### src/rgb_to_nv12_converter_macros.svh
// Assertion macros for the RGB to NV12 converter.
// Each macro expects clk_i and rst_ni in the scope where it is used.
`ifndef RGB_TO_NV12_CONVERTER_MACROS_SVH
`define RGB_TO_NV12_CONVERTER_MACROS_SVH

// Same-cycle implication
`define RGBNV_ASSERT_SAME(lbl, ante, cons, msg) \
  lbl: assert property (@(posedge clk_i) disable iff (!rst_ni) (ante) |-> (cons)) \
    else $error(msg);

// Next-cycle implication
`define RGBNV_ASSERT_NEXT(lbl, ante, cons, msg) \
  lbl: assert property (@(posedge clk_i) disable iff (!rst_ni) (ante) |=> (cons)) \
    else $error(msg);

`endif

### src/rgbnv_pkg.sv
// Shared types, constants and color-space functions for the RGB to NV12 converter.
// No dependencies.
package rgbnv_pkg;

  // Configuration port
  localparam int unsigned LW_W   = 14;
  localparam int unsigned APB_AW = 3;
  localparam int unsigned APB_DW = 32;
  localparam logic [LW_W-1:0]     LINE_WIDTH_RST = 14'd64;
  localparam logic [APB_AW-3:0]   REG_LINE_WIDTH = '0;

  localparam int unsigned CCOL_W = 12;

  // Pixel and horizontal pair sum, red in the low bits
  typedef struct packed {
    logic [7:0] b;
    logic [7:0] g;
    logic [7:0] r;
  } pix_t;

  typedef struct packed {
    logic [8:0] b;
    logic [8:0] g;
    logic [8:0] r;
  } psum_t;

  // Item held between the front stage and the output stage
  typedef struct packed {
    pix_t              pix;
    psum_t             sum;
    logic              chroma;
    logic [CCOL_W-1:0] ccol;
  } stage_t;

  typedef struct packed {
    logic   vld;
    stage_t data;
  } s1_t;

  // BT.601 studio-range coefficients
  localparam int unsigned MW = 18;
  typedef logic signed [MW-1:0] acc_t;

  localparam acc_t KY_R  =  18'sd66;
  localparam acc_t KY_G  =  18'sd129;
  localparam acc_t KY_B  =  18'sd25;
  localparam acc_t KCB_R = -18'sd38;
  localparam acc_t KCB_G = -18'sd74;
  localparam acc_t KCB_B =  18'sd112;
  localparam acc_t KCR_R =  18'sd112;
  localparam acc_t KCR_G = -18'sd94;
  localparam acc_t KCR_B = -18'sd18;
  localparam acc_t RND   =  18'sd128;
  localparam acc_t Y_OFS =  18'sd16;
  localparam acc_t C_OFS =  18'sd128;
  localparam acc_t BYTE_MAX = 18'sd255;

  // Weighted sum of three unsigned bytes plus rounding term
  function automatic acc_t dot3(input logic [7:0] a, input logic [7:0] b,
                                input logic [7:0] c, input acc_t ka,
                                input acc_t kb, input acc_t kc);
    acc_t ea;
    acc_t eb;
    acc_t ec;
    ea = signed'({{(MW-8){1'b0}}, a});
    eb = signed'({{(MW-8){1'b0}}, b});
    ec = signed'({{(MW-8){1'b0}}, c});
    return ea * ka + eb * kb + ec * kc + RND;
  endfunction

  function automatic logic [7:0] sat_byte(input acc_t v);
    logic [7:0] res;
    if (v < 18'sd0) begin
      res = 8'd0;
    end else if (v > BYTE_MAX) begin
      res = 8'd255;
    end else begin
      res = v[7:0];
    end
    return res;
  endfunction

  // >>> on a signed value floors, as the spec requires for negatives
  function automatic logic [7:0] luma_of(input pix_t p);
    acc_t s;
    s = dot3(p.r, p.g, p.b, KY_R, KY_G, KY_B);
    return sat_byte((s >>> 8) + Y_OFS);
  endfunction

  function automatic logic [7:0] cb_of(input logic [7:0] r, input logic [7:0] g,
                                       input logic [7:0] b);
    acc_t s;
    s = dot3(r, g, b, KCB_R, KCB_G, KCB_B);
    return sat_byte((s >>> 8) + C_OFS);
  endfunction

  function automatic logic [7:0] cr_of(input logic [7:0] r, input logic [7:0] g,
                                       input logic [7:0] b);
    acc_t s;
    s = dot3(r, g, b, KCR_R, KCR_G, KCR_B);
    return sat_byte((s >>> 8) + C_OFS);
  endfunction

endpackage

### src/rgbnv_cfg.sv
// APB register block: line_width register and the effective row width.
// Depends on rgbnv_pkg.
module rgbnv_cfg import rgbnv_pkg::*; #(
  parameter int unsigned MAX_WIDTH = 8192,
  localparam int unsigned COL_W    = $clog2(MAX_WIDTH),
  localparam int unsigned CMP_W    = (COL_W + 1 > LW_W) ? COL_W + 1 : LW_W
) (
  input  logic              clk_i,
  input  logic              rst_ni,
  input  logic              psel,
  input  logic              penable,
  input  logic              pwrite,
  input  logic [APB_AW-1:0] paddr,
  input  logic [APB_DW-1:0] pwdata,
  output logic [APB_DW-1:0] prdata,
  output logic              pready,
  output logic [CMP_W-1:0]  width_o
);

  localparam logic [CMP_W-1:0] MaxEven = CMP_W'(MAX_WIDTH - (MAX_WIDTH % 2));
  localparam logic [CMP_W-1:0] MinW    = CMP_W'(2);

  logic [LW_W-1:0]  lw_q;
  logic             sel_lw;
  logic             wr;
  logic [CMP_W-1:0] even_w;

  assign pready = 1'b1;
  assign sel_lw = (paddr[APB_AW-1:2] == REG_LINE_WIDTH);
  assign wr     = psel & penable & pwrite & pready & sel_lw;

  always_ff @(posedge clk_i or negedge rst_ni) begin
    if (!rst_ni) begin
      lw_q <= LINE_WIDTH_RST;
    end else if (wr) begin
      lw_q <= pwdata[LW_W-1:0];
    end
  end

  assign prdata = sel_lw ? APB_DW'(lw_q) : '0;

  // Width in use: bit 0 dropped, at least two, at most the line store size
  assign even_w = CMP_W'({lw_q[LW_W-1:1], 1'b0});

  always_comb begin
    if (even_w < MinW) begin
      width_o = MinW;
    end else if (even_w > MaxEven) begin
      width_o = MaxEven;
    end else begin
      width_o = even_w;
    end
  end

endmodule

### config.mk
export PLATFORM = sky130hd
export DESIGN_NAME = rgbnv_cfg
export DESIGN_NICKNAME = d
export VERILOG_FILES = /design/src/rgb_to_nv12_converter_macros.svh /design/src/rgbnv_pkg.sv /design/src/rgbnv_cfg.sv
export SDC_FILE = /design/constraint.sdc
export NUM_CORES = 1
export LEC_CHECK = 0
export BUFFER_PORTS_ARGS = -buffer_cell sky130_fd_sc_hd__buf_2
export CAP_MARGIN = 5
export CORE_UTILIZATION = 31
export CTS_BUF_LIST = sky130_fd_sc_hd__clkbuf_8
export CTS_CLUSTER_SIZE = 24
export DETAILED_ROUTE_END_ITERATION = 8
export PLACE_DENSITY = 0.69
export SKIP_CTS_REPAIR_TIMING = 1
export SYNTH_ARGS = -nofsm -noshare
export SYNTH_HDL_FRONTEND = slang
export SYNTH_SLANG_ARGS = --single-unit
export TNS_END_PERCENT = 5
### constraint.sdc
create_clock -name clk_i -period 2.8 [get_ports clk_i]
set_input_delay 0.14 -clock clk_i [delete_from_list [all_inputs] [get_ports clk_i]]
set_output_delay 0.14 -clock clk_i [all_outputs]
set_load 0.1 [all_outputs]
==> results <==
- The final standard cell utilization of the core is 41.0%.
- In this run the static leakage power is 0.673 nW.
- The die span in x is 57.1 um.
- The later pin in the worst-skew pair is clocked with a latency of 240 ps.
- The worst setup path is captured at an output port.
- For the pin with the worst max-slew slack, the measured transition is 509 ps.
- The longest clock path from root to sink contains 2 buffers.
- Setup repair after global routing left no endpoint under its margin.
- After routing the design area is 1160 sq um.
- The number of nets in the layout is 171.
- The busiest layer in global routing is met2.
- Relative to the synthesized area, the layout overhead comes to 23.2%.
- The delay contributed by the slowest stage of the critical path is 560 ps.
- The first global-routing pass estimated 3040 um of wire.
- The CTS sink count is 14.
- The congestion estimate from routability-driven global placement came to 0.684.
- Counting flops and latches in the post-synthesis netlist gives 14.
- The total track usage is 12.5%.
- Leaving out fill and tap cells, the most frequent cells in the layout are buf_2, nor2b_1, conb_1.
- The number of antenna violations at the first check in global routing is 0.
- The number of library cell types mapped by synthesis is 15.
- The critical path goes through nor4_1, a32o_1, buf_2.
- The count of TritonRoute iterations in the first routing pass is 6.
- The via count of the first global-routing pass is 671.
- The aggregate routed wire length is 1870 um.
- The worst max-slew margin expressed relative to the limit is 66.1%.
- The setup TNS is 0 ps.
- The remaining number of nets flagged by the antenna check after routing is 0.
- The met2 capacity usage during global routing is 20.7%.
- The number of DRC violations after detailed-routing iteration 0 is 26.
- The number of flip-flops in the largest register is 14.
- The fraction of the yosys area taken by sequential cells is 37.3%.
- The library cell used most frequently in the layout, excluding fill and tap cells, is buf_2.
- The die covers 3260 sq um.
- For this design the top-level I/O count stands at 87.
- The Yosys step of the flow raised 0 warnings.
- The antenna cell count is 0.
- CTS built an H-tree with a depth of 1.
- The register with the most flip-flops in the final layout is lw_q.
- The cell count after placement is 156.
- The maximum operating frequency is 0.510 GHz.
- The path category of the worst min-delay check is input pin to flop.
- The flow ran to the end, but the final reports show violations.
- The worst path arrival time is 1820 ps.
- The peak supply drop is 0.629 mV.
- Synthesis produced 85 cells.
- The via count normalized by instance count is 4.33.
- After layout, the minimum clock period comes to 1960 ps.
- The number of clock buffers inserted by TritonCTS is 3.
- STA puts the critical path data required time at 2660 ps.
- The maximum number of pins on one net before global-route repair is 16.
- The number of pins exceeding their max-slew limit in the final report was 0.
- In this run the cell area measured after placement is 1110 sq um.
- The maximum fanout along the worst path is 15.
- The met1 capacity usage during global routing is 15.6%.
- In the finished design, the share of the clock period the worst path needs comes to 70.0%.
- The core area is 2830 sq um.
- The category of cells accounting for the largest share of critical-path delay is flip-flops.
- The CTS tree is yes.
- The die height is 57.1 um.
- Power spread over the standard cell area amounts to 1130 nW/um^2.
- The site row count is 19.
- For this run, design rule violations remaining after detail routing come to 16.
- The count of buffers inserted at the top-level ports is 46.
- The detailed-route via count is 697.
- The slowest stage of the critical path is the dfrtp_1 cell.
- Max-cap violations in this run came to 0.
- The final setup violation count is 0.
- The number of buffers and inverters on the critical path is 1.
- Detailed placement ended at an HPWL of 1400 um.
- The largest clock skew in the final design is 0 ps.
- The total global routing overflow is 0.
- In the final layout, the share of cells above drive strength 1 is 50.0%.
- Clock-pin slew was measured on the worst setup and hold paths at 60 ps.
- After synthesis the cells add up to 942 sq um.
- The CTS root buffer is clkbuf_8.
- The met3 capacity usage during global routing is 2.95%.
- Final hold analysis gives a worst-case slack of 125 ps.
- The number of hold violations in the final report came to 0.
- The number of non-filler instances in the completed layout is 161.
- The synthesized area divided by synthesized cell count is 11.1 sq um.
- The largest registers in the layout are lw_q (14).
- The checks that failed: design-rule violations.
- The critical path start-end classification is flop to output port.
- STA classifies the critical path startpoint as a flop.
- The mean routed wirelength per cell is 11.6 um.
- The initial utilization of the core area, before any placement, comes to 33.3%.
## area by class of cell
class / count / area [sq um]
tap: 31 / 38.8
fill: 285 / 1670
clock buffer: 3 / 41.3
clock inverter: 1 / 3.75
sequential: 14 / 352
timing repair buffer: 47 / 240
multi-input combinational: 64 / 482
inverter: 1 / 3.75
## where the power goes
part           switching [W]  leakage, nW  internal, W
sequential         0.0000535        0.167     0.000250
combinational       0.000698        0.479     0.000145
clock              0.0000692       0.0269    0.0000968
## through the flow
step	total power (W)	setup slack (ps)
floorplan	0.00107	707
global placement	0.00114	1120
detailed placement	0.00115	1100
CTS	0.00132	811
global route	0.00136	725
finish	0.00131	840
## final timing paths
path	endpoint	slack, ps	startpoint	cells past startpoint
setup reg to reg	lw_q[13]	1760	lw_q[13]	1
min in group asynchronous	lw_q[12]	320	rst_ni	2
hold reg to reg	lw_q[0]	520	lw_q[0]	1
setup / recovery	width_o[1]	840	lw_q[13]	3
max in group asynchronous	lw_q[6]	2190	rst_ni	2
hold / removal	lw_q[2]	130	pwdata[2]	2
## synth_stat cells
cell / instances / area (sq um)
nor4_1: 3 / 18.8
nor2b_1: 20 / 125
inv_1: 1 / 3.75
conb_1: 2 / 7.51
dfstp_2: 1 / 26.3
a32o_1: 1 / 10.0
nand4b_4: 1 / 23.8
dfrtp_1: 13 / 325
clkbuf_1: 3 / 11.3
buf_4: 20 / 150
buf_6: 1 / 11.3
nor2_1: 1 / 3.75
mux2_2: 4 / 45.0
and2b_1: 4 / 30.0
mux2_4: 10 / 150
## layer usage
metal,up-vias,part of all wire [%]
met5,-,0
li1,324,-
met1,318,43
met2,53,48
met4,0,0.43
met3,2,8.7
## cell families after synthesis
kind of cell,after synthesis,synth area share [%]
buffers and inverters,25,18.7
muxes,14,20.7
DFF,14,37.3
and+or+nand+nor,29,21.4
other,2,0.797
AOI/OAI and AO/OA,1,1.06
(Power assumes the default switching activity.)
