### config.mk
export PLATFORM = sky130hd
export DESIGN_NAME = rgbnv_back
export DESIGN_NICKNAME = d
export VERILOG_FILES = /design/src/rgb_to_nv12_converter_macros.svh /design/src/rgbnv_pkg.sv /design/src/rgbnv_back.sv
export SDC_FILE = /design/constraint.sdc
export NUM_CORES = 1
export LEC_CHECK = 0
export BUFFER_PORTS_ARGS = -buffer_cell sky130_fd_sc_hd__buf_2
export CORE_ASPECT_RATIO = 1.25
export CORE_MARGIN = 8
export CORE_UTILIZATION = 45
export CTS_CLUSTER_SIZE = 20
export DETAILED_ROUTE_END_ITERATION = 12
export PLACE_DENSITY_LB_ADDON = 0.25
export REMOVE_ABC_BUFFERS = 1
export SETUP_SLACK_MARGIN = 0.15
export SLEW_MARGIN = 20
export SYNTH_ARGS = -nofsm -noshare
export SYNTH_HDL_FRONTEND = slang
export SYNTH_SLANG_ARGS = --single-unit
### constraint.sdc
create_clock -name clk_i -period 2.4 [get_ports clk_i]
set_input_delay 0.24 -clock clk_i [delete_from_list [all_inputs] [get_ports clk_i]]
set_output_delay 0.24 -clock clk_i [all_outputs]
set_load 0.02 [all_outputs]
### src/rgb_to_nv12_converter_macros.svh
// Assertion macros for the RGB to NV12 converter.
// Each macro expects clk_i and rst_ni in the scope where it is used.
`ifndef RGB_TO_NV12_CONVERTER_MACROS_SVH
`define RGB_TO_NV12_CONVERTER_MACROS_SVH

// Same-cycle implication
`define RGBNV_ASSERT_SAME(lbl, ante, cons, msg) \
  lbl: assert property (@(posedge clk_i) disable iff (!rst_ni) (ante) |-> (cons)) \
    else $error(msg);

// Next-cycle implication
`define RGBNV_ASSERT_NEXT(lbl, ante, cons, msg) \
  lbl: assert property (@(posedge clk_i) disable iff (!rst_ni) (ante) |=> (cons)) \
    else $error(msg);

`endif

### src/rgbnv_pkg.sv
// Shared types, constants and color-space functions for the RGB to NV12 converter.
// No dependencies.
package rgbnv_pkg;

  // Configuration port
  localparam int unsigned LW_W   = 14;
  localparam int unsigned APB_AW = 3;
  localparam int unsigned APB_DW = 32;
  localparam logic [LW_W-1:0]     LINE_WIDTH_RST = 14'd64;
  localparam logic [APB_AW-3:0]   REG_LINE_WIDTH = '0;

  localparam int unsigned CCOL_W = 12;

  // Pixel and horizontal pair sum, red in the low bits
  typedef struct packed {
    logic [7:0] b;
    logic [7:0] g;
    logic [7:0] r;
  } pix_t;

  typedef struct packed {
    logic [8:0] b;
    logic [8:0] g;
    logic [8:0] r;
  } psum_t;

  // Item held between the front stage and the output stage
  typedef struct packed {
    pix_t              pix;
    psum_t             sum;
    logic              chroma;
    logic [CCOL_W-1:0] ccol;
  } stage_t;

  typedef struct packed {
    logic   vld;
    stage_t data;
  } s1_t;

  // BT.601 studio-range coefficients
  localparam int unsigned MW = 18;
  typedef logic signed [MW-1:0] acc_t;

  localparam acc_t KY_R  =  18'sd66;
  localparam acc_t KY_G  =  18'sd129;
  localparam acc_t KY_B  =  18'sd25;
  localparam acc_t KCB_R = -18'sd38;
  localparam acc_t KCB_G = -18'sd74;
  localparam acc_t KCB_B =  18'sd112;
  localparam acc_t KCR_R =  18'sd112;
  localparam acc_t KCR_G = -18'sd94;
  localparam acc_t KCR_B = -18'sd18;
  localparam acc_t RND   =  18'sd128;
  localparam acc_t Y_OFS =  18'sd16;
  localparam acc_t C_OFS =  18'sd128;
  localparam acc_t BYTE_MAX = 18'sd255;

  // Weighted sum of three unsigned bytes plus rounding term
  function automatic acc_t dot3(input logic [7:0] a, input logic [7:0] b,
                                input logic [7:0] c, input acc_t ka,
                                input acc_t kb, input acc_t kc);
    acc_t ea;
    acc_t eb;
    acc_t ec;
    ea = signed'({{(MW-8){1'b0}}, a});
    eb = signed'({{(MW-8){1'b0}}, b});
    ec = signed'({{(MW-8){1'b0}}, c});
    return ea * ka + eb * kb + ec * kc + RND;
  endfunction

  function automatic logic [7:0] sat_byte(input acc_t v);
    logic [7:0] res;
    if (v < 18'sd0) begin
      res = 8'd0;
    end else if (v > BYTE_MAX) begin
      res = 8'd255;
    end else begin
      res = v[7:0];
    end
    return res;
  endfunction

  // >>> on a signed value floors, as the spec requires for negatives
  function automatic logic [7:0] luma_of(input pix_t p);
    acc_t s;
    s = dot3(p.r, p.g, p.b, KY_R, KY_G, KY_B);
    return sat_byte((s >>> 8) + Y_OFS);
  endfunction

  function automatic logic [7:0] cb_of(input logic [7:0] r, input logic [7:0] g,
                                       input logic [7:0] b);
    acc_t s;
    s = dot3(r, g, b, KCB_R, KCB_G, KCB_B);
    return sat_byte((s >>> 8) + C_OFS);
  endfunction

  function automatic logic [7:0] cr_of(input logic [7:0] r, input logic [7:0] g,
                                       input logic [7:0] b);
    acc_t s;
    s = dot3(r, g, b, KCR_R, KCR_G, KCR_B);
    return sat_byte((s >>> 8) + C_OFS);
  endfunction

endpackage

### src/rgbnv_back.sv
// Output stage: luma, 2x2 average, Cb/Cr and the result register.
// Depends on rgbnv_pkg.
module rgbnv_back import rgbnv_pkg::*; (
  input  logic              clk_i,
  input  logic              rst_ni,
  input  s1_t               s1_i,
  input  psum_t             line_i,
  output logic              take_o,
  output logic              out_valid_o,
  input  logic              out_ready_i,
  output logic [7:0]        luma_o,
  output logic              chroma_valid_o,
  output logic [7:0]        chroma_blue_o,
  output logic [7:0]        chroma_red_o,
  output logic [CCOL_W-1:0] chroma_column_o
);

  logic              ovld_q;
  logic [9:0]        tot_r;
  logic [9:0]        tot_g;
  logic [9:0]        tot_b;
  logic [7:0]        luma_q;
  logic              cv_q;
  logic [7:0]        cb_q;
  logic [7:0]        cr_q;
  logic [CCOL_W-1:0] ccol_q;

  assign take_o = s1_i.vld & (~ovld_q | out_ready_i);

  // Four-pixel sums; the truncated average is the top eight bits
  assign tot_r = {1'b0, s1_i.data.sum.r} + {1'b0, line_i.r};
  assign tot_g = {1'b0, s1_i.data.sum.g} + {1'b0, line_i.g};
  assign tot_b = {1'b0, s1_i.data.sum.b} + {1'b0, line_i.b};

  always_ff @(posedge clk_i or negedge rst_ni) begin
    if (!rst_ni) begin
      ovld_q <= 1'b0;
    end else if (take_o) begin
      ovld_q <= 1'b1;
    end else if (out_ready_i) begin
      ovld_q <= 1'b0;
    end
  end

  // Result register; chroma fields read zero without a completed block
  always_ff @(posedge clk_i) begin
    if (take_o) begin
      luma_q <= luma_of(s1_i.data.pix);
      cv_q   <= s1_i.data.chroma;
      if (s1_i.data.chroma) begin
        cb_q   <= cb_of(tot_r[9:2], tot_g[9:2], tot_b[9:2]);
        cr_q   <= cr_of(tot_r[9:2], tot_g[9:2], tot_b[9:2]);
        ccol_q <= s1_i.data.ccol;
      end else begin
        cb_q   <= 8'd0;
        cr_q   <= 8'd0;
        ccol_q <= '0;
      end
    end
  end

  assign out_valid_o     = ovld_q;
  assign luma_o          = luma_q;
  assign chroma_valid_o  = cv_q;
  assign chroma_blue_o   = cb_q;
  assign chroma_red_o    = cr_q;
  assign chroma_column_o = ccol_q;

endmodule

==> results.cfg <==
[synth]
synth_area_um2 = 11500
ys_seq_area_share_pct = 9.90
synthMuxAreaShare_pct = 0.185
yosysTopAreaCell = ha_1
ys_warn_count = 0
synthDistinctLibCells = 63
yosys.area_share.simple_pct = 7.98
synth-adder-area-share_pct = 53.8
syn_avg_cell_area_um2 = 9.48
yosys-top-cells-area = ha_1, fa_1, edfxtp_1
synth_top_family_by_area = adder cells
synth-edff-count = 37
synth-compound-area-share_pct = 11.7
synthMostInstantiatedCell = ha_1
synthArstFlopShare_pct = 2.63
synth_top_area_share_pct = 34.8
synth_cells = 1211
ys_top_cells_by_count = ha_1, inv_1, fa_1
ys_seq_elements = 38
synth_ff_type = edfxtp_1
synthXorXnorAreaFrac_pct = 7.54

[clock_network]
cts-root-buf = clkbuf_16
cts_tree = done
cts_buffer_depth = 2
cts_buffers = 5
htreeDepth = 2
clk_pin_slew_ns = 0.05
clock_latency_ns = 0.27
cts.sinks = 38

[die]
io_pins = 134
row_count = 65
die_w_um = 159
dieArea_um2 = 30900
die_y_um = 195
start_util_pct = 45.7
coreArea_um2 = 25100

[setup_path]
cp_slowest_stage_delay_ns = 0.53
end_kind = flip-flop
reg2reg_slack_ns = 0.88
cp.arrival_ns = 8.05
r2r_start = out_valid_o$_DFFE_PN0P_
worstPathRequired_ns = 2.43
crit_path_start_kind = input port
worstPathMaxFanout = 2
slowest_stage = fa_1
critical_path_class = in -> reg
r2r_end = chroma_column_o[3]$_SDFFCE_PN0P_
reg2regPathDepth = 3
cp_common_cell = ha_4

[routing]
routedWlPerCell_um = 14.5
dr_wl_met3_um = 703
wirelength_mm = 30.1
detail-route-antenna-nets = 0
via_per_inst = 4.90
wl_met1_mm = 11.6
via_count = 10100
drc = 0
met2_length_mm = 16.9
dr.pass1.iters = 4
maxUsedRoutingLayer = met4
drt_first_iter_violations = 270

[layout]
final_cell_count_no_fill = 2071
drive_above_1_share_pct = 42.5
area_growth_pct = 48.3
nets = 2258
diodes = 0

[timing]
setup_slack_ns = -5.62
period_needed_ns = 8.02
final-max-slew-violation-count = 0
tightest_slew_ns = 0.572
period_share_pct = 334
hold_viol = 0
clock_skew_ns = 0.00352
fmax_mhz = 125
finalSetupViolations = 24
rsz0062_at_grt = true
slew_headroom_pct = 61.9

[placement]
gp_congestion = 0.842
portBuffers = 133
placedCellCount = 1993
post-dp-hpwl_mm = 24.2

[flow_run]
maxCapViolCount = 0

[global_routing]
gr-total-overflow = 0
grt_pass1_vias = 10900
grtUsageTotal_pct = 18.4
grt_max_degree = 23
grt_pass1_wl_mm = 48.4
antenna_found_initial = 0

[run_status]
violations = setup timing
status = complete, but fails checks

[min_path]
whs_path_depth = 2
hp-class = in -> reg
worstHoldStart = s1_i[64]
hold_end = out_valid_o$_DFFE_PN0P_
-- stage by stage --
stage	TNS (ns)	instance area [um^2]	setup slack, ns	util, %	hold WS [ns]
floorplan	-125.28	11500	-6.53	-	-0.0556
global placement	-131.53	14900	-6.55	59.4	0.0180
detailed placement	-133.92	14900	-6.72	59.4	0.0233
CTS	-109.32	16400	-5.47	65.1	0.178
global route	-118.57	17000	-5.94	67.7	0.202
finish	-111.46	17000	-5.62	67.7	0.182
-- kinds of logic (layout without fill, tap and decap cells) --
logic type	Yosys count	in the layout
flops	38	38
simple gates	172	172
compound gates	203	203
fa+ha+maj	428	428
xor+xnor	98	98
mux	2	2
buf+inv	270	795
-- timing repair --
item | CTS | global route
setup endpoints to repair | 24 | 24
endpoints found under the hold margin | 1 | 0
buffers inserted | 53 | 16
gates resized for setup | 169 | 101
pin swaps | 138 | 88
hold buffers | 1 | 0
-- flip-flops by register name, indices dropped and copies added, names as in the netlist --
register	flops
chroma_valid_o	1
chroma_red_o	8
out_valid_o	1
chroma_column_o	12
chroma_blue_o	8
luma_o	8
-- cells in the final DEF (no fill, tap or decap), types with 5 or more instances in the layout --
cell type    n
buf_4      376
ha_1       267
inv_1      242
buf_2      121
fa_1       105
xnor2_1     50
ha_4        48
a21oi_1     39
edfxtp_1    37
nor2_1      35
a21oi_2     32
xor2_1      28
nand2_1     23
buf_6       22
inv_2       21
a21o_1      20
o21ai_2     18
and2_1      17
o21bai_1    16
nand2b_1    16
xnor2_2     12
o21ai_0     11
and3_1      10
nand4_1      9
nor2b_1      8
nor3_1       8
o21ai_1      7
a21oi_4      7
nand3_1      7
o21a_1       6
nor2_2       6
xor2_2       5
clkbuf_16    5
-- how the worst max path moves through the flow --
stage | start | end | slack (ns) | cells after the start
2_1_floorplan | s1_i[24] | chroma_blue_o[7]$_SDFFCE_PP0P_ | -6.53 | 38
3_3_place_gp | s1_i[24] | chroma_blue_o[7]$_SDFFCE_PP0P_ | -6.55 | 39
3_5_place_dp | s1_i[24] | chroma_blue_o[7]$_SDFFCE_PP0P_ | -6.72 | 42
4_1_cts | line_i[10] | chroma_blue_o[7]$_SDFFCE_PP0P_ | -5.47 | 40
5_1_grt | s1_i[23] | chroma_blue_o[7]$_SDFFCE_PP0P_ | -5.94 | 40
6_report | s1_i[23] | chroma_blue_o[7]$_SDFFCE_PP0P_ | -5.62 | 37
-- area by class of cell --
cell class | instances | area, um^2
Multi-Input combinational cell | 903 | 10600
Fill cell | 1918 | 8110
Timing Repair Buffer | 522 | 3720
Sequential cell | 38 | 1140
Inverter | 265 | 1000
Tap cell | 335 | 419
Clock buffer | 6 | 129
Clock inverter | 2 | 8.76
-- routing by layer --
layer,vias up,track usage (%)
met5,-,0
met4,0,6.23
met1,4845,19.6
met3,54,1.78
li1,5088,-
met2,157,36.8
-- critical path, delay by kind of cell --
kind | cells | cell delay [ns]
xor+xnor | 2 | 0.37
fa+ha+maj | 10 | 3.42
compound gates | 11 | 1.98
buf+inv | 6 | 0.51
simple gates | 8 | 1.51
Power is not shown: default switching activity piles up to over one toggle a cycle in this logic, so the estimate is an artifact.
